`config.mk`:
```
export PLATFORM = sky130hd
export DESIGN_NAME = usc_scan
export DESIGN_NICKNAME = d
export VERILOG_FILES = /design/src/hw/rtl/usc_pkg.sv /design/src/hw/rtl/usc_char_class.sv /design/src/hw/rtl/usc_scan.sv
export SDC_FILE = /design/constraint.sdc
export NUM_CORES = 1
export LEC_CHECK = 0
export ABC_AREA = 1
export BUFFER_PORTS_ARGS = -buffer_cell sky130_fd_sc_hd__buf_2
export CAP_MARGIN = 10
export CORE_MARGIN = 3
export CORE_UTILIZATION = 50
export CTS_BUF_LIST = sky130_fd_sc_hd__clkbuf_4
export DETAILED_ROUTE_END_ITERATION = 12
export GPL_ROUTABILITY_DRIVEN = 0
export HOLD_SLACK_MARGIN = 0.08
export PLACE_DENSITY = 0.68
export SLEW_MARGIN = 25
export SYNTH_ARGS = -nofsm -noshare
export SYNTH_HDL_FRONTEND = slang
export SYNTH_SLANG_ARGS = --single-unit
```
`constraint.sdc`:
```
create_clock -name clock -period 2.51 [get_ports clock]
set_input_delay 0.3765 -clock clock [delete_from_list [all_inputs] [get_ports clock]]
set_output_delay 0.3765 -clock clock [all_outputs]
set_load 0.01 [all_outputs]
```
`src/hw/rtl/usc_pkg.sv`:
```
`timescale 1ns / 1ps
// ----------------------------------------------------------------------------
// usc_pkg
// Types and constants shared by the user name syntax checker modules.
// ----------------------------------------------------------------------------
package usc_pkg;

   localparam int unsigned COUNT_W = 6;
   localparam logic [COUNT_W-1:0] COUNT_SAT = 6'd63;

   localparam logic [2:0] STATUS_OK      = 3'd0;
   localparam logic [2:0] STATUS_LENGTH  = 3'd1;
   localparam logic [2:0] STATUS_SYNTAX  = 3'd2;
   localparam logic [2:0] STATUS_FIRST   = 3'd3;
   localparam logic [2:0] STATUS_HEX     = 3'd4;
   localparam logic [2:0] STATUS_OCTAL   = 3'd5;
   localparam logic [2:0] STATUS_NUMERIC = 3'd6;

   localparam logic [7:0] CHAR_DOLLAR = 8'h24;
   localparam logic [7:0] CHAR_DASH   = 8'h2d;
   localparam logic [7:0] CHAR_DOT    = 8'h2e;
   localparam logic [7:0] CHAR_ZERO   = 8'h30;
   localparam logic [7:0] CHAR_SEVEN  = 8'h37;
   localparam logic [7:0] CHAR_NINE   = 8'h39;
   localparam logic [7:0] CHAR_UNDER  = 8'h5f;
   localparam logic [7:0] CHAR_LOW_A  = 8'h61;
   localparam logic [7:0] CHAR_LOW_F  = 8'h66;
   localparam logic [7:0] CHAR_LOW_O  = 8'h6f;
   localparam logic [7:0] CHAR_LOW_X  = 8'h78;
   localparam logic [7:0] CHAR_LOW_Z  = 8'h7a;
   localparam logic [7:0] CHAR_UP_A   = 8'h41;
   localparam logic [7:0] CHAR_UP_F   = 8'h46;
   localparam logic [7:0] CHAR_UP_Z   = 8'h5a;

   // One registered input beat.
   typedef struct packed {
      logic [7:0] name_byte;
      logic       last_byte;
      logic       empty_name;
   } beat_type;

   // Character classes of one byte.
   typedef struct packed {
      logic first_ok;
      logic later_ok;
      logic is_dollar;
      logic is_dot;
      logic is_zero;
      logic is_x;
      logic is_o;
      logic is_digit;
      logic is_hex;
      logic is_oct;
   } char_class_type;

endpackage

```
`src/hw/rtl/usc_char_class.sv`:
```
`timescale 1ns / 1ps
`default_nettype none
// ----------------------------------------------------------------------------
// usc_char_class
// Decodes one name byte into the character classes used by the scanner.
// ----------------------------------------------------------------------------
module usc_char_class (
   input  wire logic [7:0]              name_byte,
   output usc_pkg::char_class_type      char_class
);

   logic digit;
   logic lower;
   logic upper;
   logic alnum;

   always_comb begin
      digit = (name_byte >= usc_pkg::CHAR_ZERO) && (name_byte <= usc_pkg::CHAR_NINE);
      lower = (name_byte >= usc_pkg::CHAR_LOW_A) && (name_byte <= usc_pkg::CHAR_LOW_Z);
      upper = (name_byte >= usc_pkg::CHAR_UP_A) && (name_byte <= usc_pkg::CHAR_UP_Z);
      alnum = digit || lower || upper;

      char_class.first_ok  = alnum || (name_byte == usc_pkg::CHAR_UNDER)
                             || (name_byte == usc_pkg::CHAR_DOT);
      char_class.later_ok  = char_class.first_ok || (name_byte == usc_pkg::CHAR_DASH);
      char_class.is_dollar = (name_byte == usc_pkg::CHAR_DOLLAR);
      char_class.is_dot    = (name_byte == usc_pkg::CHAR_DOT);
      char_class.is_zero   = (name_byte == usc_pkg::CHAR_ZERO);
      char_class.is_x      = (name_byte == usc_pkg::CHAR_LOW_X);
      char_class.is_o      = (name_byte == usc_pkg::CHAR_LOW_O);
      char_class.is_digit  = digit;
      char_class.is_hex    = digit
         || ((name_byte >= usc_pkg::CHAR_LOW_A) && (name_byte <= usc_pkg::CHAR_LOW_F))
         || ((name_byte >= usc_pkg::CHAR_UP_A) && (name_byte <= usc_pkg::CHAR_UP_F));
      char_class.is_oct    = (name_byte >= usc_pkg::CHAR_ZERO)
                             && (name_byte <= usc_pkg::CHAR_SEVEN);
   end

endmodule
`default_nettype wire

```
`src/hw/rtl/usc_scan.sv`:
```
`timescale 1ns / 1ps
`default_nettype none
// ----------------------------------------------------------------------------
// usc_scan
// Per-name scan state: updates the flags for each beat and forms the status
// when a beat ends the name.
// ----------------------------------------------------------------------------
module usc_scan #(
   parameter int unsigned MAX_LEN = 32
) (
   input  wire logic                clock,
   input  wire logic                reset,
   input  wire logic                advance,
   input  wire usc_pkg::beat_type   beat,
   output logic [2:0]               status
);

   localparam logic [usc_pkg::COUNT_W-1:0] MaxLenC = usc_pkg::COUNT_W'(MAX_LEN);

   usc_pkg::char_class_type cls;

   logic [usc_pkg::COUNT_W-1:0] char_count_ff, char_count_in;
   logic first_is_dot_ff,  first_is_dot_in;
   logic second_is_dot_ff, second_is_dot_in;
   logic first_bad_ff,     first_bad_in;
   logic later_bad_ff,     later_bad_in;
   logic still_hex_ff,     still_hex_in;
   logic still_octal_ff,   still_octal_in;
   logic still_digits_ff,  still_digits_in;
   logic ends_name;

   usc_char_class u_char_class (
      .name_byte  (beat.name_byte),
      .char_class (cls)
   );

   always_comb begin
      first_is_dot_in  = first_is_dot_ff;
      second_is_dot_in = second_is_dot_ff;
      first_bad_in     = first_bad_ff;
      later_bad_in     = later_bad_ff;
      still_hex_in     = still_hex_ff;
      still_octal_in   = still_octal_ff;
      still_digits_in  = still_digits_ff;

      if (char_count_ff == '0) begin
         first_is_dot_in  = cls.is_dot;
         second_is_dot_in = 1'b0;
         first_bad_in     = !cls.first_ok;
         later_bad_in     = 1'b0;
         still_hex_in     = cls.is_zero;
         still_octal_in   = cls.is_zero;
         still_digits_in  = cls.is_digit;
      end else begin
         if (!(cls.later_ok || (cls.is_dollar && beat.last_byte))) begin
            later_bad_in = 1'b1;
         end
         if (char_count_ff == usc_pkg::COUNT_W'(1)) begin
            second_is_dot_in = cls.is_dot;
            still_hex_in     = still_hex_ff && cls.is_x;
            still_octal_in   = still_octal_ff && cls.is_o;
         end else begin
            still_hex_in     = still_hex_ff && cls.is_hex;
            still_octal_in   = still_octal_ff && cls.is_oct;
         end
         still_digits_in = still_digits_ff && cls.is_digit;
      end

      char_count_in = (char_count_ff < usc_pkg::COUNT_SAT)
                      ? char_count_ff + usc_pkg::COUNT_W'(1) : usc_pkg::COUNT_SAT;
   end

   // Status of a name that ends with this beat.
   always_comb begin
      priority if (beat.empty_name || (char_count_in > MaxLenC)) begin
         status = usc_pkg::STATUS_LENGTH;
      end else if (first_is_dot_in && ((char_count_in == usc_pkg::COUNT_W'(1))
                   || ((char_count_in == usc_pkg::COUNT_W'(2)) && second_is_dot_in))) begin
         status = usc_pkg::STATUS_SYNTAX;
      end else if (first_bad_in) begin
         status = usc_pkg::STATUS_FIRST;
      end else if (later_bad_in) begin
         status = usc_pkg::STATUS_SYNTAX;
      end else if (still_hex_in && (char_count_in >= usc_pkg::COUNT_W'(2))) begin
         status = usc_pkg::STATUS_HEX;
      end else if (still_octal_in && (char_count_in >= usc_pkg::COUNT_W'(2))) begin
         status = usc_pkg::STATUS_OCTAL;
      end else if (still_digits_in) begin
         status = usc_pkg::STATUS_NUMERIC;
      end else begin
         status = usc_pkg::STATUS_OK;
      end
   end

   assign ends_name = beat.last_byte || beat.empty_name;

   always_ff @(posedge clock) begin
      if (reset || (advance && ends_name)) begin
         char_count_ff    <= '0;
         first_is_dot_ff  <= 1'b0;
         second_is_dot_ff <= 1'b0;
         first_bad_ff     <= 1'b0;
         later_bad_ff     <= 1'b0;
         still_hex_ff     <= 1'b0;
         still_octal_ff   <= 1'b0;
         still_digits_ff  <= 1'b0;
      end else if (advance) begin
         char_count_ff    <= char_count_in;
         first_is_dot_ff  <= first_is_dot_in;
         second_is_dot_ff <= second_is_dot_in;
         first_bad_ff     <= first_bad_in;
         later_bad_ff     <= later_bad_in;
         still_hex_ff     <= still_hex_in;
         still_octal_ff   <= still_octal_in;
         still_digits_ff  <= still_digits_in;
      end
   end

endmodule
`default_nettype wire

```
Word-level counts from Yosys, hierarchy flattened
Cells that the tools add are included.
- equal/unequal tests: 10
- $add $sub $neg: 1
- $lt $le $gt $ge: 12
- reduce and logical (&&, ||, !) cells: 31
- multiplexer cells: 19
- operator list (cell ; number):
    $eq 8x6->1 const B ; 4
    $le 8x7->1 const B ; 4
    $eq 8x7->1 const B ; 3
    $mux 3 ; 7
    $logic_and 1x1->1 ; 17
    $ge 8x7->1 const B ; 2
    $le 8x6->1 const B ; 2
    $eq 6x1->1 const B ; 2
    $logic_or 1x1->1 ; 12
    $mux 1 ; 11
    $ge 8x6->1 const B ; 1
    $add 6x1->6 const B ; 1
    $eq 6x2->1 const B ; 1
    $ge 6x2->1 const B ; 1
    $gt 6x6->1 const B ; 1
    $logic_not 6->1 ; 1
    $lt 6x6->1 const B ; 1
    $mux 6 ; 1
    $logic_not 1->1 ; 1
- input bits: 13
- output and inout port bits: 3
- register bits after elaboration: 13

Depth between registers and ports, before layout
Gate-level depths: netlist of the first run.
- word-level depth: 14
- depth in mapped cells: 14

Modules after synthesis
From an unflattened synthesis of the first run, not the netlist that was laid out.
- cell total of the unflattened synthesis: 251
- area total of the unflattened synthesis: 1462.7 um^2
- by module, submodules not included (module ; cells an instance ; times used ; area an instance (um^2) ; seq. area each (um^2)):
    usc_scan ; 164 ; 1 ; 1038.5 ; 260.2
    usc_char_class ; 87 ; 1 ; 424.2 ; 0.0

Worst setup path after synthesis of the first run
Ideal clock, no wire load.
- path kind: register -> output
- start: reg char_count_ff[0] in the netlist's numbering
- end: out status[1]
- arrival: 1.637 ns
- cell stages (with the launch flop): 13
- setup slack: 0.496 ns
- cells stage by stage: dfxtp_1 ha_1 nand3_1 nor3_2 nor2_1 nand2_1 nor2_1 nand2_2 nand2_1 nand2_1 a21oi_1 nor2_1 nor2_1
- longest elaborated chain between the ends: 10
- RTL lines (item ; line ; source):
    start, declared ; usc_scan.sv:22 ; logic [usc_pkg::COUNT_W-1:0] char_count_ff, char_count_in;
    start signal, assigned ; usc_scan.sv:108 ; char_count_ff <= char_count_in;
    $add 6x1->6 (tied with other cells) ; usc_scan.sv:70 ; ? char_count_ff + usc_pkg::COUNT_W'(1) : usc_pkg::COUNT_SAT;
    $mux 6 or $mux 1 (tied branches) ; usc_scan.sv:70, usc_scan.sv:58 ;
    $ge 6x2->1 or $mux 1 (tied branches) ; usc_scan.sv:84, usc_scan.sv:86, usc_scan.sv:46 ;
    $logic_and 1x1->1 ; usc_scan.sv:86 ; end else if (still_octal_in && (char_count_in >= usc_pkg::COUNT_W'(2))) begin
    $mux 3 ; usc_scan.sv:86 ;
    $mux 3 ; usc_scan.sv:84 ; end else if (still_hex_in && (char_count_in >= usc_pkg::COUNT_W'(2))) begin
    $mux 3 ; usc_scan.sv:82 ; end else if (later_bad_in) begin
    $mux 3 ; usc_scan.sv:80 ; end else if (first_bad_in) begin
    $mux 3 ; usc_scan.sv:77 ; end else if (first_is_dot_in && ((char_count_in == usc_pkg::COUNT_W'(1))
    $mux 3 * ; usc_scan.sv:75 ; priority if (beat.empty_name || (char_count_in > MaxLenC)) begin
    end, declared ; usc_scan.sv:15 ; output logic [2:0] status
Every way passes the cells marked *; elsewhere a longest branch is shown, timed or not.

Final worst setup path of the first run
Same ends and word-level chain as after synthesis.

==> impl_summary.log, run 1 <==
[metrics] run status: completed
[metrics] number of enable-type register cells in the synthesized netlist: 0
[metrics] top post-synthesis cells by count: 64 x nand2_1, 33 x nor2_1, 30 x inv_1
[metrics] Critical Path Fanout Max: 6
[metrics] slowest stage delay, CP: approximately 0.40 ns
[metrics] Synth top area share: between 20% and 30%
[metrics] post-detailed-placement half-perimeter wirelength: ~2.7 mm
[metrics] met1 routed wirelength after detailed routing: around 1.5 mm
[metrics] worst reg2reg startpoint: char_count_ff[0]
[metrics] Worst Hold End: first_bad_ff
[metrics] pre-CTS worst setup slack: 0.235 ns
[metrics] Starting DRT DRC Count: 61
[metrics] CTS tree: done
[metrics] count of distinct cell types in the synthesized netlist: 26
[metrics] reported leakage power: 0.000731 uW
[metrics] cts-stage hold buffer count: 0
[metrics] detailed-route wire length per cell: ~13 microns
[metrics] count of input and output buffers: 15
[metrics] met3 routed WL: around 300 microns
[metrics] met2 routed WL: 1.57 mm
[metrics] full die area: between 0.003 and 0.004 sq mm
[metrics] TritonCTS Buffers: 3
[metrics] Overall Power: between 500 and 600 uW
[metrics] top cell family by delay on the critical path: simple AND/OR/NAND/NOR gates
[metrics] clock input transition at the sequential cells of the worst setup and hold paths: approximately 0.08 ns
[metrics] Hold Startpoint: first_bad_ff
[metrics] Hold Worst Slack: about 0.49 ns
[metrics] maximum number of pins on one net before global-route repair: 21
[metrics] final wirelength: 3.39 mm
[metrics] initial core utilization: 54.6%
[metrics] Sinks on Clock Net: 13
[metrics] cells taking the most area after synthesis: dfxtp_1 21%, nand2_1 19%, nor2_1 10%
[metrics] setup repair after global routing missed its margin: yes
[metrics] critical path cell sequence: ha_4 > nand3_2 > nor3_4 > buf_6 > nor2_2 > nand3_1 > nand2_1 > nand2_2 > nand3_1 > nor2_1 > nor2_1 > buf_2
[metrics] all-layer global routing usage: 22.2%
[metrics] via count of the first global-routing pass: 1365
[metrics] actual slew at the worst max-slew pin: 0.317 ns
[metrics] vias per std cell: around 5.5
[metrics] I/O pin cnt: 16
[metrics] cell accounting for the most synthesized area: dfxtp_1
[metrics] CP endpoint kind: output port
[metrics] post-route clock period utilization: between 90% and 100%
[metrics] initial antenna violation count: 0
[metrics] startpoint types: flop
[metrics] required time of the critical path: 2.13 ns
[metrics] vertical die dimension: 55.9 microns
[metrics] final worst-path setup slack: about 0.14 ns
[metrics] post-synth net total: 241
[metrics] total number of placement rows: 17
[metrics] most frequent cell after synthesis: nand2_1
[metrics] Hold Path Class: reg2reg
[metrics] CTS max path bufs: 2
[metrics] ys async rst share: 0%
[metrics] sequential share of the synthesized area: about a fifth
[metrics] number of antenna diodes: 0
[metrics] Yosys Warn Count: 0
[metrics] width of the die: 55.9 microns
[metrics] max-slew violation count: 0
[metrics] max-cap viol count: 0
[metrics] clock root buffer: clkbuf_4
[metrics] Max Used Layer: met4
[metrics] count of nets left with antenna violations after detail routing: 0
[metrics] total power density per cell area: 388 mW/mm^2
[metrics] final-stage net count: 259
[metrics] register-to-register setup slack: 0.98 ns
[metrics] Max-Slew Margin vs Limit: 78.9%
[metrics] Pre-antenna DRT Iters: 4
[metrics] prevailing post-synth register cell: dfxtp_1
[metrics] number of standard cells after synthesis: about 220
[metrics] worst reg2reg endpoint: first_bad_ff
[metrics] critical path depth: 12
[metrics] type of the worst setup path: reg2out
[metrics] average instance area after synthesis: 5.55 sq um
[metrics] master of the slowest instance on the critical path: dfxtp_4
[metrics] remaining design rule violation count: 0
[metrics] final-report hold violation count: 0
[metrics] area growth from synthesis to layout: 18.0%
[metrics] via total after detailed routing: 1491
[metrics] post-route clock skew: 0.0108 ns
[metrics] Setup Viol. Count Final: 0
[metrics] first-pass GRT wire length: between 5 and 6 mm
[metrics] Buf+Inv Stages, Crit Path: 2
[metrics] Peak Freq: 422 MHz
[metrics] clock insertion delay at the later pin of the skew report: 0.29 ns
[metrics] arrival time worst endpoint: between 1.5 and 2 ns
[metrics] count of cells along the worst register-to-register path: 9
[metrics] worst voltage drop across the vdd grid: 330 uV
[metrics] Worst Hold Path Cells: 2
[metrics] Syn Std Cell Area: 0.00124 sq mm
[metrics] number of register bits inferred by synthesis: 13
[metrics] H-Tree Depth: 1
[metrics] share of layout cells above drive strength 1: 22.0%
[metrics] placeable core region: 0.00228 sq mm
[metrics] crit path time final: ~2.4 ns
[metrics] launch point of the worst path: char_count_ff[0]
[metrics] grt total ovfl: 0
[how the worst max path moves through the flow]
stage	end	slack, ns
4_1_cts	status[1]	0.006
3_5_place_dp	status[1]	0.24
2_1_floorplan	status[1]	0.50
6_report	status[1]	0.14
5_1_grt	status[1]	-0.03
3_3_place_gp	status[1]	0.29
[timing repair]
| item | in CTS | in global routing |
|---|---|---|
| endpoints found under the setup margin | 3 | 3 |
| cloned | 0 | 0 |
| gates resized for setup | 2 | 30 |
| pin swaps | 0 | 3 |
| buffers inserted | 0 | 1 |
[layout by cell type, fill, tap and decap left out, types with 2 or more instances in the layout]
cell and n:
nand3_1 13, nor2_2 7, nor3_1 4, nand4_1 4, dfxtp_1 9, nor2_1 27
inv_2 5, clkbuf_4 4, a31oi_1 2, nor2_4 3, inv_1 25, dfxtp_2 2
o21ai_0 15, o21ai_1 3, dfxtp_4 2, buf_2 15, a21oi_1 16, nand3_2 2
nand2_2 4, nand2_1 63, ha_1 2
[final cells by class]
cell class / count / area, sq um
Timing Repair Buffer: 16 / 86.3
Inverter: 30 / 113
Sequential cell: 13 / 270
Clock buffer: 4 / 30.0
Tap cell: 28 / 35.0
Fill cell: 217 / 810
Multi-Input combinational cell: 178 / 932
[state kept, by name, indices dropped and copies added (netlist names)]
register / count
later_bad_ff: 1
still_digits_ff: 1
first_is_dot_ff: 1
still_hex_ff: 1
still_octal_ff: 1
first_bad_ff: 1
char_count_ff: 6
second_is_dot_ff: 1
[kinds of logic after synthesis]
family,share of synthesized area [%]
DFF,20.9
xor gates and xnor gates,1.41
AOI/OAI and AO/OA,17.3
adders and majority gates,4.03
and+or+nand+nor,46.2
buffers and inverters,10.1
[where the power goes]
group | internal (uW) | total [uW] | switching [uW]
combinational | 68.8 | 197 | 128
sequential | 216 | 228 | 11.9
clock | 72.7 | 145 | 71.9
[metal layers]
metal	vias to the layer above	global-route usage, %
li1	758	-
met1	667	28.0
met2	58	36.3
met3	8	6.96
met4	0	6.44
met5	-	0
[per-stage QoR]
step	setup TNS [ns]	instance area, sq um	util [%]	instances
floorplan	0	1240	-	224
global placement	0	1340	58.9	264
detailed placement	0	1340	58.9	264
CTS	0	1370	60.4	268
global route	-0.0285	1470	64.4	269
finish	0	1470	64.4	269
[tightest hold or removal path: stages (launching register included)]
cell and delay (ns):
dfxtp_1 0.34, o211ai_1 0.08, inv_1 0.05
(Power assumes the default switching activity.)
==> inputs of run 2 (changes only) <==
- ABC_AREA: 1 -> unset
==> impl_summary.log, run 2 <==
[metrics] CTS max path bufs: 2 (unchanged)
[metrics] share of layout cells above drive strength 1: 39.5% (+18 points)
[metrics] grt total ovfl: 0 (unchanged)
[metrics] commonest cells after routing, fill and taps aside: 35 x buf_4, 17 x nor2_1, 15 x buf_2
[metrics] post-detailed-placement half-perimeter wirelength: 2.36 mm (-11%)
[metrics] cells taking the most area after synthesis: dfxtp_1 23%, nor2_1 5.5%, nand2_1 4.9%
[metrics] via count of the first global-routing pass: 1234 (-9.6%)
[metrics] most frequent cell after synthesis: nor2_1
[metrics] leading cell type in the layout, fill and taps excluded: buf_4
[metrics] reported leakage power: 0.000655 uW (-10%)
[metrics] post-synth net total: 176 (-27%)
[metrics] count of input and output buffers: 15 (unchanged)
[metrics] post-route clock period utilization: 110% (+16 points)
[metrics] Critical Path Fanout Max: 2 (-4)
[metrics] type of the worst setup path: reg2out
[metrics] crit path time final: 2.77 ns (+0.404 ns)
[metrics] Setup Viol. Count Final: 3 (+3)
[metrics] Sinks on Clock Net: 13 (unchanged)
[metrics] top post-synthesis cells by count: 17 x nor2_1, 15 x nand2_1, 13 x dfxtp_1
[metrics] via total after detailed routing: 1418 (-4.9%)
[metrics] cts-stage hold buffer count: 0 (unchanged)
[metrics] initial antenna violation count: 0 (unchanged)
[metrics] max-slew violation count: 0 (unchanged)
[metrics] Peak Freq: 361 MHz (-15%)
[metrics] H-Tree Depth: 1 (unchanged)
[metrics] critical path cell sequence: or4_4 > or4_4 > nand2_4 > a41oi_2 > o311a_1 > o22ai_2 > buf_2
[metrics] worst voltage drop across the vdd grid: 342 uV (+3.7%)
[metrics] arrival time worst endpoint: 2.40 ns (+0.41 ns)
[metrics] Pre-antenna DRT Iters: 4 (unchanged)
[metrics] number of flip-flops in the largest register: 6 (unchanged)
[metrics] setup repair after global routing missed its margin: yes
[metrics] initial core utilization: 55.8% (+1.2 points)
[metrics] count of distinct cell types in the synthesized netlist: 52 (+100%)
[metrics] actual slew at the worst max-slew pin: 0.590 ns (+0.273 ns)
[metrics] run status: finished, violations left
[metrics] clock root buffer: clkbuf_4
[metrics] count of nets left with antenna violations after detail routing: 0 (unchanged)
[metrics] filler cell count in the final layout: 155 (-29%)
[metrics] full die area: 0.00291 sq mm (-6.7%)
[metrics] number of antenna diodes: 0 (unchanged)
[metrics] clock input transition at the sequential cells of the worst setup and hold paths: 0.08 ns (about the same)
[metrics] total number of placement rows: 16 (-1)
[metrics] TritonCTS Buffers: 3 (unchanged)
[metrics] Synth top area share: 22.6% (+1.7 points)
[metrics] critical path's most frequent cell: or4_4
[metrics] Max-Slew Margin vs Limit: 60.3% (-19 points)
[metrics] clock insertion delay at the later pin of the skew report: 0.28 ns (about the same)
[metrics] violated checks: negative setup slack
[metrics] startpoint types: flop
[metrics] number of enable-type register cells in the synthesized netlist: 0 (unchanged)
[metrics] ys async rst share: 0% (unchanged)
[metrics] maximum number of pins on one net before global-route repair: 21 (unchanged)
[metrics] placeable core region: 0.00206 sq mm (-9.4%)
[metrics] vertical die dimension: 54.0 microns (-3.4%)
[metrics] number of register bits inferred by synthesis: 13 (unchanged)
[metrics] CTS tree: done
[metrics] register ranked first by flip-flop count: char_count_ff
[metrics] Hold Path Class: reg2reg
[metrics] Yosys Warn Count: 0 (unchanged)
[metrics] remaining design rule violation count: 0 (unchanged)
[metrics] cell total after placement: 216 (-18%)
[metrics] sequential share of the synthesized area: 22.6% (+1.7 points)
[metrics] area growth from synthesis to layout: 39.4%
[metrics] Syn Std Cell Area: 0.00115 sq mm (-7.5%)
[metrics] detailed-route wire length per cell: 15.7 microns (+25%)
[metrics] final wirelength: 3.57 mm (+5.3%)
[metrics] max-cap viol count: 0 (unchanged)
[metrics] Starting DRT DRC Count: 78 (+28%)
[metrics] cell accounting for the most synthesized area: dfxtp_1
[metrics] prevailing post-synth register cell: dfxtp_1
[metrics] master of the slowest instance on the critical path: or4_4
[metrics] average instance area after synthesis: 7.23 sq um (+30%)
[metrics] I/O pin cnt: 16 (unchanged)
[metrics] slowest stage delay, CP: 0.53 ns (+0.13 ns)
[metrics] CP endpoint kind: output port
[metrics] Overall Power: 531 uW (-6.7%)
[metrics] post-layout instance count excluding filler cells: 227 (-16%)
[metrics] all-layer global routing usage: 25.4% (+3.2 points)
[metrics] first-pass GRT wire length: 5.46 mm (-3.2%)
[metrics] final worst-path setup slack: -0.263 ns (-0.404 ns)
[metrics] final-report hold violation count: 0 (unchanged)
[metrics] required time of the critical path: 2.13 ns (about the same)
[metrics] width of the die: 54.0 microns (-3.4%)
[metrics] total power density per cell area: 331 mW/mm^2 (-15%)
[metrics] post-route clock skew: 0.00753 ns (-0.00324 ns)
[metrics] final-stage net count: 218 (-16%)
[metrics] vias per std cell: 6.25 (+13%)
[metrics] number of standard cells after synthesis: 159 (-29%)
## run 2: cell types whose count changed after synthesis, sizes merged, moves of 8 or more
cell    before  now
nand2       67   15
clkbuf       2   10
inv         30    7
nor2        37   17
o21ai       19    7
## run 2: report_power, final
| part | internal [uW] | total [uW] | switching, uW |
|---|---|---|---|
| clock network | 72.5 | 146 | 73.6 |
| registers | 212 | 217 | 4.86 |
| logic | 76.3 | 168 | 92.1 |
## run 2: kinds of logic (layout without fill, tap and decap cells)
logic type | count (synthesis) | after routing | share of synthesized area (%)
simple gates | 75 | 75 | 35.5
compound gates | 44 | 44 | 27.4
buf+inv | 20 | 61 | 7.51
flops | 13 | 13 | 22.6
fa+ha+maj | 4 | 4 | 4.35
mux | 3 | 3 | 2.61
## run 2: stage by stage
step / area, sq um / utilization (%) / hold WS (ns) / TNS [ns] / setup WS [ns]
after floorplan: 1170 / - / 0.431 / -0.0835 / -0.0742
after global placement: 1420 / 69.0 / 0.441 / -0.441 / -0.204
after detailed placement: 1420 / 69.0 / 0.452 / -0.481 / -0.225
after CTS: 1510 / 73.3 / 0.476 / -0.859 / -0.315
after global routing: 1600 / 77.7 / 0.494 / -0.956 / -0.336
final: 1600 / 77.7 / 0.480 / -0.723 / -0.263
## run 2: metal layers
layer | share of wire [%] | track usage, %
met1 | 44 | 35.5
met2 | 45 | 38.7
met3 | 7.2 | 4.16
met4 | 3.7 | 9.36
met5 | 0 | 0
## run 2: final timing paths
kind,from,to,slack (ns),cells after the start
setup reg to reg,char_count_ff[2],still_octal_ff,0.51,7
hold / removal,second_is_dot_ff,second_is_dot_ff,0.48,2
setup / recovery,char_count_ff[2],status[1],-0.26,7
hold reg to reg,second_is_dot_ff,second_is_dot_ff,0.48,2
## run 2: critical path, delay by kind of cell (launching register included)
| kind | cells | cell delay [ns] |
|---|---|---|
| flops | 1 | 0.32 |
| simple gates | 3 | 1.06 |
| buf+inv | 1 | 0.15 |
| compound gates | 3 | 0.58 |
## run 2: area by class of cell
class / instances / area [sq um] / area share, %
multi-input cells: 126 / 907 / 56.6
repair buffers: 50 / 338 / 21.1
flip-flops and latches: 13 / 268 / 16.7
well taps: 27 / 33.8 / 2.11
clock buffers: 4 / 30.0 / 1.87
inverters: 7 / 26.3 / 1.64
## run 2: timing repair
action | in CTS | in global routing
setup buffers | 4 | 3
gates resized for setup | 9 | 18
pin swaps | 7 | 8
endpoints found under the setup margin | 3 | 3
==> inputs of run 3 (changes only) <==
- BUFFER_PORTS_ARGS: -buffer_cell sky130_fd_sc_hd__buf_2 -> -buffer_cell sky130_fd_sc_hd__clkbuf_2
- CORE_ASPECT_RATIO: unset -> 0.6
==> impl_summary.log, run 3 (same netlist as run 2, synthesis figures left out) <==
[metrics] type of the worst setup path: reg2out
[metrics] arrival time worst endpoint: 2.49 ns (+0.09 ns)
[metrics] number of antenna diodes: 0 (unchanged)
[metrics] Sinks on Clock Net: 13 (unchanged)
[metrics] via count of the first global-routing pass: 1368 (+11%)
[metrics] number of flip-flops in the largest register: 6 (unchanged)
[metrics] count of input and output buffers: 15 (unchanged)
[metrics] clock input transition at the sequential cells of the worst setup and hold paths: 0.09 ns (about the same)
[metrics] reported leakage power: 0.000626 uW (-4.4%)
[metrics] pre-CTS worst setup slack: -0.236 ns (-0.0118 ns)
[metrics] clock root buffer: clkbuf_4
[metrics] Hold Startpoint: second_is_dot_ff
[metrics] Starting DRT DRC Count: 152 (+95%)
[metrics] cell total after placement: 218 (+0.93%)
[metrics] share of layout cells above drive strength 1: 34.9% (-4.6 points)
[metrics] vertical die dimension: 43.1 microns (-20%)
[metrics] total power density per cell area: 336 mW/mm^2 (+1.4%)
[metrics] crit path time final: 2.86 ns (+0.0916 ns)
[metrics] worst reg2reg endpoint: still_octal_ff
[metrics] area growth from synthesis to layout: 32.2%
[metrics] Pre-antenna DRT Iters: 4 (unchanged)
[metrics] leading cell type in the layout, fill and taps excluded: buf_4
[metrics] I/O pin cnt: 16 (unchanged)
[metrics] first-pass GRT wire length: 6.48 mm (+19%)
[metrics] post-layout instance count excluding filler cells: 223 (-1.8%)
[metrics] Max-Slew Margin vs Limit: 45.0% (-15 points)
[metrics] final wirelength: 4.02 mm (+12%)
[metrics] vias per std cell: 6.40 (+2.4%)
[metrics] violated checks: negative setup slack
[metrics] placeable core region: 0.00201 sq mm (-2.4%)
[metrics] all-layer global routing usage: 29.8% (+4.5 points)
[metrics] initial antenna violation count: 0 (unchanged)
[metrics] actual slew at the worst max-slew pin: 0.813 ns (+0.223 ns)
[metrics] CTS max path bufs: 2 (unchanged)
[metrics] Critical Path Fanout Max: 2 (unchanged)
[metrics] full die area: 0.00293 sq mm (+0.65%)
[metrics] final-stage net count: 213 (-2.3%)
[metrics] CP endpoint kind: output port
[metrics] startpoint types: flop
[metrics] remaining design rule violation count: 0 (unchanged)
[metrics] maximum number of pins on one net before global-route repair: 21 (unchanged)
[metrics] required time of the critical path: 2.13 ns (about the same)
[metrics] finished layout cell area: 0.00152 sq mm (-5.2%)
[metrics] final worst-path setup slack: -0.354 ns (-0.0916 ns)
[metrics] post-detailed-placement half-perimeter wirelength: 3.03 mm (+28%)
[metrics] initial core utilization: 57.2% (+1.4 points)
[metrics] Peak Freq: 349 MHz (-3.2%)
[metrics] clock insertion delay at the later pin of the skew report: 0.30 ns (+0.02 ns)
[metrics] post-route clock skew: 0.00754 ns (+0.000000810 ns)
[metrics] grt total ovfl: 0 (unchanged)
[metrics] TritonCTS Buffers: 3 (unchanged)
[metrics] via total after detailed routing: 1427 (+0.63%)
[metrics] run status: finished, violations left
[metrics] max-cap viol count: 0 (unchanged)
[metrics] Hold Path Class: reg2reg
[metrics] area after detailed placement: 0.00143 sq mm (+0.62%)
[metrics] Worst Hold End: second_is_dot_ff
[metrics] commonest cells after routing, fill and taps aside: 30 x buf_4, 17 x nor2_1, 14 x nand2_1
[metrics] max-slew violation count: 0 (unchanged)
[metrics] Worst Hold Path Cells: 2 (unchanged)
[metrics] detailed-route wire length per cell: 18.0 microns (+14%)
[metrics] register ranked first by flip-flop count: char_count_ff
[metrics] worst reg2reg startpoint: char_count_ff[5]
[metrics] final-report hold violation count: 0 (unchanged)
[metrics] Setup Viol. Count Final: 3 (unchanged)
[metrics] worst voltage drop across the vdd grid: 254 uV (-26%)
[metrics] H-Tree Depth: 1 (unchanged)
[metrics] count of nets left with antenna violations after detail routing: 0 (unchanged)
[metrics] Overall Power: 511 uW (-3.8%)
[metrics] CTS tree: done
[metrics] width of the die: 67.9 microns (+26%)
[metrics] total number of placement rows: 12 (-4)
[metrics] utilization after layout: 75.6% (-2.2 points)
[metrics] register-to-register setup slack: 0.62 ns (+0.11 ns)
[metrics] count of cells along the worst register-to-register path: 6 (-1)
[metrics] post-route clock period utilization: 114% (+3.7 points)
[metrics] setup repair after global routing missed its margin: yes
## run 3: cell count changes in the layout (fill, tap and decap cells not counted), moves of 2 or more
cell / previous run / this run
buf_2: 15 / 2
buf_4: 35 / 30
clkbuf_2: 0 / 13
ha_1: 1 / 3
## run 3: report_power, final
group | switching, uW | total [uW] | internal, uW
combinational | 88.6 | 155 | 66.9
clock | 78.3 | 138 | 59.5
sequential | 5.35 | 218 | 212
## run 3: metrics by stage
step | TNS, ns | hold WS (ns)
2_1_floorplan | -0.0835 | 0.431
3_3_place_gp | -0.397 | 0.444
3_5_place_dp | -0.413 | 0.474
4_1_cts | -0.932 | 0.488
5_1_grt | -1.14 | 0.525
6_report | -0.907 | 0.496
## run 3: layout make-up
type                            count  area, sq um
Multi-Input combinational cell    126          867
Clock buffer                        3         22.5
Fill cell                         163          492
Sequential cell                    13          264
Inverter                            7         26.3
Tap cell                           28         35.0
Clock inverter                      1         5.00
Timing Repair Buffer               45          300
## run 3: metal layers
layer | GRT usage, % | vias up | part of all wire (%)
li1 | - | 674 | -
met1 | 42.0 | 657 | 44
met2 | 42.7 | 89 | 43
met4 | 7.11 | 0 | 1.3
met5 | 0 | - | 0
met3 | 10.6 | 7 | 12
## run 3: worst max-delay path, cell delays in order (launching register included)
cell     delay, ns
dfxtp_2       0.32
or4_4         0.53
or4_4         0.51
nand2_2       0.08
a41oi_2       0.11
o311a_1       0.34
o22ai_2       0.15
buf_2         0.15
## run 3: worst max-delay path by stage
stage | depth (start not counted) | end | startpoint
3_5_place_dp | 8 | status[1] | beat[8]
3_3_place_gp | 8 | status[1] | beat[8]
6_report | 7 | status[1] | char_count_ff[5]
4_1_cts | 7 | status[1] | char_count_ff[5]
5_1_grt | 7 | status[1] | char_count_ff[5]
2_1_floorplan | 7 | status[1] | char_count_ff[5]
## run 3: repair_timing
item	in CTS	in global routing
resized for setup	10	6
endpoints found under the setup margin	3	3
buffers inserted	1	1
pin swaps	8	4
hold buffers	0	0
cloned	0	0
